<file path="src/sv/sct_pkg.sv">
// shared types and constants of the sip call state tracker
`default_nettype none
package sct_pkg;

	localparam logic [2:0] KIND_RESPONSE = 3'd0;
	localparam logic [2:0] KIND_INVITE   = 3'd1;
	localparam logic [2:0] KIND_ACK      = 3'd2;
	localparam logic [2:0] KIND_CANCEL   = 3'd3;
	localparam logic [2:0] KIND_BYE      = 3'd4;

	localparam logic [9:0] CODE_TEMP_UNAVAIL = 10'd480;
	localparam logic [9:0] CODE_BUSY_HERE    = 10'd486;
	localparam logic [9:0] CODE_BUSY_EVERY   = 10'd600;
	localparam logic [9:0] CODE_REJECT_MIN   = 10'd400;
	localparam logic [9:0] CODE_DIVERT_MIN   = 10'd300;

	typedef enum logic [2:0] {
		ST_NONE      = 3'd0,
		ST_SETUP     = 3'd1,
		ST_INCALL    = 3'd2,
		ST_CANCELLED = 3'd3,
		ST_REJECTED  = 3'd4,
		ST_BUSY      = 3'd5,
		ST_DIVERTED  = 3'd6,
		ST_COMPLETED = 3'd7
	} call_state_t;

	typedef struct packed {
		logic        first_of_call;
		logic [2:0]  method_kind;
		logic [9:0]  status_code;
		logic [31:0] cseq_number;
	} msg_word_t;

	typedef struct packed {
		call_state_t call_state_out;
		logic        talk_started;
		logic        talk_ended;
		logic        is_invite_dialog;
	} res_word_t;

	// classified message as it travels from front to back
	typedef struct packed {
		logic        first;
		logic        is_invite;
		logic        is_ack;
		logic        is_cancel;
		logic        is_bye;
		logic        busy_code;
		logic        reject_code;
		logic        divert_code;
		logic [31:0] cseq;
	} cls_word_t;

endpackage
`default_nettype wire

</file>
<file path="src/sv/sct_front.sv">
// front part: decodes method and response code of an incoming word
`default_nettype none
module sct_front (
	input  sct_pkg::msg_word_t msg,
	output sct_pkg::cls_word_t cls
);
	import sct_pkg::*;

	logic is_resp;

	always_comb begin
		is_resp         = (msg.method_kind == KIND_RESPONSE);
		cls.first       = msg.first_of_call;
		cls.is_invite   = (msg.method_kind == KIND_INVITE);
		cls.is_ack      = (msg.method_kind == KIND_ACK);
		cls.is_cancel   = (msg.method_kind == KIND_CANCEL);
		cls.is_bye      = (msg.method_kind == KIND_BYE);
		cls.busy_code   = is_resp && (msg.status_code == CODE_TEMP_UNAVAIL
			|| msg.status_code == CODE_BUSY_HERE || msg.status_code == CODE_BUSY_EVERY);
		cls.reject_code = is_resp && (msg.status_code > CODE_REJECT_MIN);
		cls.divert_code = is_resp && (msg.status_code > CODE_DIVERT_MIN);
		cls.cseq        = msg.cseq_number;
	end

endmodule
`default_nettype wire

</file>
<file path="src/sv/sct_queue.sv">
// short queue of classified words between front and back
`default_nettype none
module sct_queue #(
	parameter int DEPTH = 2
) (
	input  wire                clk,
	input  wire                arst_n,
	input  wire                push,
	input  sct_pkg::cls_word_t push_word,
	output logic               full,
	input  wire                pop,
	output sct_pkg::cls_word_t pop_word,
	output logic               empty
);
	import sct_pkg::*;

	localparam int AW = (DEPTH > 1) ? $clog2(DEPTH) : 1;
	localparam int CW = $clog2(DEPTH + 1);

	cls_word_t         slot_q [DEPTH];
	logic [AW-1:0]     wr_ptr_q;
	logic [AW-1:0]     rd_ptr_q;
	logic [CW-1:0]     count_q;

	assign full     = (count_q == CW'(DEPTH));
	assign empty    = (count_q == '0);
	assign pop_word = slot_q[rd_ptr_q];

	always_ff @(posedge clk) begin
		if (push) begin
			slot_q[wr_ptr_q] <= push_word;
		end
	end

	always_ff @(posedge clk or negedge arst_n) begin
		if (!arst_n) begin
			wr_ptr_q <= '0;
			rd_ptr_q <= '0;
			count_q  <= '0;
		end else begin
			if (push) begin
				wr_ptr_q <= (wr_ptr_q == AW'(DEPTH - 1)) ? '0 : wr_ptr_q + 1'b1;
			end
			if (pop) begin
				rd_ptr_q <= (rd_ptr_q == AW'(DEPTH - 1)) ? '0 : rd_ptr_q + 1'b1;
			end
			case ({push, pop})
				2'b10:   count_q <= count_q + 1'b1;
				2'b01:   count_q <= count_q - 1'b1;
				default: count_q <= count_q;
			endcase
		end
	end

endmodule
`default_nettype wire

</file>
<file path="src/sv/sct_back.sv">
// back part: call state machine and result register
`default_nettype none
module sct_back (
	input  wire                clk,
	input  wire                arst_n,
	input  wire                cls_valid,
	input  sct_pkg::cls_word_t cls,
	output logic               cls_pop,
	output logic               res_valid,
	input  wire                res_ready,
	output sct_pkg::res_word_t res
);
	import sct_pkg::*;

	call_state_t state_q;
	logic [31:0] invite_seq_q;
	logic        began_invite_q;
	logic        res_valid_q;
	res_word_t   res_q;

	call_state_t cur_state;
	call_state_t next_state;
	logic [31:0] cur_seq;
	logic [31:0] next_seq;
	logic        cur_began;
	logic        seq_match;
	logic        started;
	logic        ended;

	assign cls_pop   = cls_valid && (!res_valid_q || res_ready);
	assign res_valid = res_valid_q;
	assign res       = res_q;

	// a first word of a call clears the state before it is applied
	always_comb begin
		cur_state = cls.first ? ST_NONE : state_q;
		cur_seq   = cls.first ? '0 : invite_seq_q;
		cur_began = cls.first ? cls.is_invite : began_invite_q;
		seq_match = (cls.cseq == cur_seq);
	end

	always_comb begin
		next_state = cur_state;
		next_seq   = cur_seq;
		if (cur_began) begin
			unique case (cur_state)
				ST_SETUP: begin
					if (cls.is_ack && seq_match) begin
						next_state = ST_INCALL;
					end else if (cls.is_cancel) begin
						next_state = ST_CANCELLED;
					end else if (cls.busy_code) begin
						next_state = ST_BUSY;
					end else if (cls.reject_code && seq_match) begin
						next_state = ST_REJECTED;
					end else if (cls.divert_code) begin
						next_state = ST_DIVERTED;
					end
				end
				ST_INCALL: begin
					if (cls.is_bye) begin
						next_state = ST_COMPLETED;
					end
				end
				default: begin
					if (cls.is_invite) begin
						next_state = ST_SETUP;
						next_seq   = cls.cseq;
					end
				end
			endcase
		end
	end

	always_comb begin
		started = cur_began && (cur_state == ST_SETUP) && cls.is_ack && seq_match;
		ended   = cur_began && (cur_state == ST_INCALL) && cls.is_bye;
	end

	always_ff @(posedge clk or negedge arst_n) begin
		if (!arst_n) begin
			state_q        <= ST_NONE;
			invite_seq_q   <= '0;
			began_invite_q <= 1'b0;
			res_valid_q    <= 1'b0;
		end else begin
			if (cls_pop) begin
				state_q        <= next_state;
				invite_seq_q   <= next_seq;
				began_invite_q <= cur_began;
				res_valid_q    <= 1'b1;
			end else if (res_ready) begin
				res_valid_q    <= 1'b0;
			end
		end
	end

	always_ff @(posedge clk) begin
		if (cls_pop) begin
			res_q.call_state_out   <= next_state;
			res_q.talk_started     <= started;
			res_q.talk_ended       <= ended;
			res_q.is_invite_dialog <= cur_began;
		end
	end

endmodule
`default_nettype wire

</file>
<file path="src/sv/sip_call_state_tracker_top.sv">
// sip call state tracker: one sip message word in, one call state word out
//
// msg channel (msg_valid/msg_ready/msg) takes one message word per cycle
// when msg_ready is high: first-of-call, method kind, response code, cseq.
// res channel (res_valid/res_ready/res) gives one word per message: the
// call state after the message, talk start and talk end markers and the
// invite dialog flag, in message order.
// a word is decoded as it is accepted and lands in the queue; the back part
// takes it from the queue into the result register once that register is
// free or res_ready takes its word, and res_valid then rises.
// throughput: one word per cycle while res_ready is high.
// the queue of QUEUE_DEPTH words lets msg keep flowing while res stalls;
// msg_ready drops only when the queue is full, and the result register
// holds its word until res_ready takes it.
// reset clears the call state to none, the stored cseq and the invite
// flag, and empties the queue and the result register.
`default_nettype none
module sip_call_state_tracker_top #(
	parameter int QUEUE_DEPTH = 2
) (
	input  wire                clk,
	input  wire                arst_n,
	input  wire                msg_valid,
	output logic               msg_ready,
	input  sct_pkg::msg_word_t msg,
	output logic               res_valid,
	input  wire                res_ready,
	output sct_pkg::res_word_t res
);
	import sct_pkg::*;

	cls_word_t front_cls;
	cls_word_t queue_cls;
	logic      queue_full;
	logic      queue_empty;
	logic      queue_pop;
	logic      msg_take;

	assign msg_ready = !queue_full;
	assign msg_take  = msg_valid && msg_ready;

	sct_front u_front (
		.msg (msg),
		.cls (front_cls)
	);

	sct_queue #(
		.DEPTH (QUEUE_DEPTH)
	) u_queue (
		.clk       (clk),
		.arst_n    (arst_n),
		.push      (msg_take),
		.push_word (front_cls),
		.full      (queue_full),
		.pop       (queue_pop),
		.pop_word  (queue_cls),
		.empty     (queue_empty)
	);

	sct_back u_back (
		.clk       (clk),
		.arst_n    (arst_n),
		.cls_valid (!queue_empty),
		.cls       (queue_cls),
		.cls_pop   (queue_pop),
		.res_valid (res_valid),
		.res_ready (res_ready),
		.res       (res)
	);

`ifndef NO_ASSERTIONS
	assert property (@(posedge clk) disable iff (!arst_n)
		res_valid && res.talk_started |-> res.call_state_out == ST_INCALL)
		else $error("talk start without in call state");

	assert property (@(posedge clk) disable iff (!arst_n)
		res_valid && res.talk_ended |-> res.call_state_out == ST_COMPLETED)
		else $error("talk end without completed state");

	assert property (@(posedge clk) disable iff (!arst_n)
		res_valid && res.call_state_out != ST_NONE |-> res.is_invite_dialog)
		else $error("state moved in a call that did not begin with invite");

	assert property (@(posedge clk) disable iff (!arst_n)
		queue_full |-> !queue_empty && res_valid)
		else $error("queue filled while result register was free");
`endif

endmodule
`default_nettype wire
</file>
<file path="config.mk">
export PLATFORM = sky130hd
export DESIGN_NAME = sip_call_state_tracker_top
export DESIGN_NICKNAME = d
export VERILOG_FILES = /design/src/sv/sct_pkg.sv /design/src/sv/sct_front.sv /design/src/sv/sct_queue.sv /design/src/sv/sct_back.sv /design/src/sv/sip_call_state_tracker_top.sv
export SDC_FILE = /design/constraint.sdc
export NUM_CORES = 1
export LEC_CHECK = 0
export BUFFER_PORTS_ARGS = -buffer_cell sky130_fd_sc_hd__buf_2
export CAP_MARGIN = 20
export CELL_PAD_IN_SITES_DETAIL_PLACEMENT = 2
export CELL_PAD_IN_SITES_GLOBAL_PLACEMENT = 2
export CORE_MARGIN = 5
export CORE_UTILIZATION = 36
export DETAILED_ROUTE_END_ITERATION = 10
export HOLD_SLACK_MARGIN = 0.15
export MAX_ROUTING_LAYER = met4
export PLACE_DENSITY = 0.85
export SLEW_MARGIN = 0
export SYNTH_ARGS = -nofsm -noshare
export SYNTH_HDL_FRONTEND = slang
export SYNTH_SLANG_ARGS = --single-unit
</file>
<file path="constraint.sdc">
create_clock -name clk -period 2.8 [get_ports clk]
set_clock_uncertainty 0.05 [all_clocks]
set_input_delay 0.84 -clock clk [delete_from_list [all_inputs] [get_ports clk]]
set_output_delay 0.84 -clock clk [all_outputs]
set_load 0.005 [all_outputs]
</file>
==> qor.txt <==
First-pass GRT wire length: 35.3 mm
Synth warn: 0
Slew Limit Fails: 0
Routed WL per cell: 25.6 um
GRT overflow: 0
Peak supply drop: 533 uV
Num CTS Buffers: 17
Initial DRC Count: 350
Clk sinks: 127
Net Count, Synth: 635
Area Overhead vs Synth: 24.2%
Fin Hold WS: 0.435 ns
Fmax: 362 MHz
Critical Path AT: 2.90 ns
Initial Util: 36.2%
IO Pins: 58
Syn Area/Cell: 11.0 um2
Final Hold Viols: 0
Vias in the first global route: 6040
Slew of the pin with the lowest slew margin: 0.796 ns
Final Non-Filler Cells: 918
# rows: 49
Pwr Density: 1080 mW/mm2
WL final: 23.5 mm
Critical Path End Type: register
Core area: 0.0178 mm2
Outcome: finished clean
DP HPWL: 16.1 mm
Crit path max fanout: 6
Yosys cell types: 68
Final setup margin: 0.0396 ns
Mapped Area: 0.00644 mm2
Post-layout nets: 727
Post-synth EDFFs: 86
H-tree depth reported by CTS: 4
GRT Util Overall: 23.6%
Critical Path Source Type: register
Antenna violations before repair: 0
IO buf count: 57
CTS root buf: clkbuf_16
Final setup violation count: 0
Post-synth ARST share: 32.3%
Final Util: 45.0%
Pre-antenna DRT Iters: 5
CP required: 2.94 ns
Max_slew headroom: 46.9%
Die ar.: 0.0207 mm2
Die extent in x: 144 um
Vias: 5296
Clk buf depth: 2
Clock slew at reported path FFs: 0.06 ns
Inst Count DP: 873
Reg2Reg Depth: 10
Avg Vias per Cell: 5.77
Cell accounting for the most synthesized area: edfxtp_1
Synth top area share: 40.1%
Period minus WS final: 2.76 ns
Layout cell share with drive strength beyond 1: 22.9%
Largest net degree at the start of global routing: 33
# DRC: 0
Yosys reg bits: 127
Unrepaired setup endpoints after global routing: true
Place WS: -0.0514 ns
Mapped Cells: 584
Clk_lat worst skew: 0.45 ns
Post-DRT Antenna Nets: 0
Area contributors post-synth: edfxtp_1 40%, dfrtp_1 16%, mux2i_1 5.6%
CP Class: register to register
Top FF cell, synth: edfxtp_1
Placer Congestion: 0.892
Die height: 144 um
Final period util: 98.6%
Maxcap violations: 0
Worst hold path class: input pin to asynchronous set/reset pin
Inserted Diodes: 0
Static leakage: 3.09 nW
Final Power: 0.00867 W
Register area share after synthesis: 56.0%
CTS tree: done
through the flow:
stage,cell area [um2],TNS (ns)
3_5_place_dp,7180,-0.0514
6_report,8000,0
4_1_cts,7800,0
2_1_floorplan,6450,0
3_3_place_gp,7180,0
5_1_grt,8000,-0.139
power breakdown:
part           internal [W]  switching, W
logic               0.00122       0.00187
registers           0.00263      0.000609
clock network       0.00144      0.000891
total               0.00530       0.00337
synth_stat cells (4+ instances only):
| cell type | count |
|---|---|
| o2111ai_1 | 6 |
| buf_4 | 6 |
| o22ai_1 | 11 |
| dfrtp_1 | 41 |
| nor3b_1 | 12 |
| a21oi_1 | 19 |
| nand3_1 | 6 |
| nor4_1 | 7 |
| nor2_1 | 23 |
| inv_1 | 35 |
| a221oi_1 | 8 |
| edfxtp_1 | 86 |
| o21ai_0 | 59 |
| nand4_1 | 6 |
| a31oi_1 | 4 |
| or3_1 | 4 |
| xnor2_1 | 10 |
| clkbuf_1 | 7 |
| mux2i_1 | 36 |
| buf_2 | 8 |
| o31ai_1 | 4 |
| nor2b_1 | 19 |
| o31a_1 | 4 |
| o21ai_1 | 6 |
| nor3_1 | 11 |
| nand2_1 | 55 |
| o211ai_1 | 5 |
| a222oi_1 | 4 |
| nand2b_1 | 21 |
routing by layer:
layer	up-vias	global-route usage (%)	part of all wire (%)
li1	2388	-	-
met1	2733	27.8	42
met2	133	39.9	51
met3	42	5.06	4.0
met4	0	8.67	2.5
met5	-	-	0
timing repair:
| action | in CTS | in global routing |
|---|---|---|
| endpoints found under the setup margin | 2 | 6 |
| resized for setup | 2 | 19 |
| setup buffers | 0 | 12 |
| hold buffers | 0 | 0 |
| pin swaps | 0 | 14 |
| cloned | 0 | 1 |
flip-flops by register name, summed over array words and instances, names as in the netlist:
signal	count
u_back.res_valid	1
u_back.state_q	3
u_queue.count_q	2
u_back.invite_seq_q	32
u_queue.rd_ptr_q	1
u_back.began_invite_q	1
u_back.res	6
u_queue.wr_ptr_q	1
u_queue.slot_q	80
cell families after synthesis:
| kind of cell | Yosys count | synth area share, % |
|---|---|---|
| compound gates | 165 | 17.1 |
| mux | 38 | 5.94 |
| buf+inv | 62 | 4.23 |
| fa+ha+maj | 1 | 0.194 |
| xor+xnor | 12 | 1.63 |
| simple gates | 179 | 14.9 |
| flops | 127 | 56.0 |
final timing paths:
path | from | to | slack (ns)
setup / recovery | u_queue.slot_q[0][39] | u_back.res[5] | 0.04
hold / removal | arst_n | u_back.invite_seq_q[0] | 0.43
setup reg to reg | u_queue.slot_q[0][39] | u_back.res[5] | 0.04
hold reg to reg | u_back.res_valid | u_back.res_valid | 0.45
max in group asynchronous | arst_n | u_back.invite_seq_q[1] | 1.54
min in group clk | u_back.res_valid | u_back.res_valid | 0.45
worst max-delay path, cell delays in order (launching register included):
cell and delay [ns]:
edfxtp_1 0.50, buf_12 0.19, buf_4 0.14, o21ai_0 0.09, o2111a_1 0.29, a31oi_1 0.13, a211oi_2 0.26, and4_1 0.23
nand4_2 0.11, and3_4 0.19, a221o_1 0.33
layout by cell type (no fill, tap or decap), drive strengths merged, types with 4 or more instances in the layout:
cell	Yosys	final
xnor2	10	10
nand3	6	6
a222oi	4	4
clkinv	1	6
or3	4	4
buf	18	97
a221oi	8	8
clkinvlp	0	4
nor4	7	7
a31oi	4	4
o21ai	66	66
edfxtp	86	86
dfrtp	41	41
mux2i	36	36
nand2b	21	21
a21oi	19	19
nor2b	19	19
inv	36	37
o2111ai	6	6
o22ai	11	11
a2111oi	5	5
nand2	55	55
o31a	4	4
nor2	23	23
o211ai	5	5
nand4	7	7
nor3	11	11
clkbuf	7	20
o31ai	4	4
nor3b	12	12
and3	4	4
cell type report:
cell class	count	area (um2)
multi-input cells	395	2650
well taps	229	287
fillers	1816	9780
clock inverters	13	161
flip-flops and latches	127	3610
repair buffers	98	706
clock buffers	19	453
inverters	37	139
(Power assumes the default switching activity.)
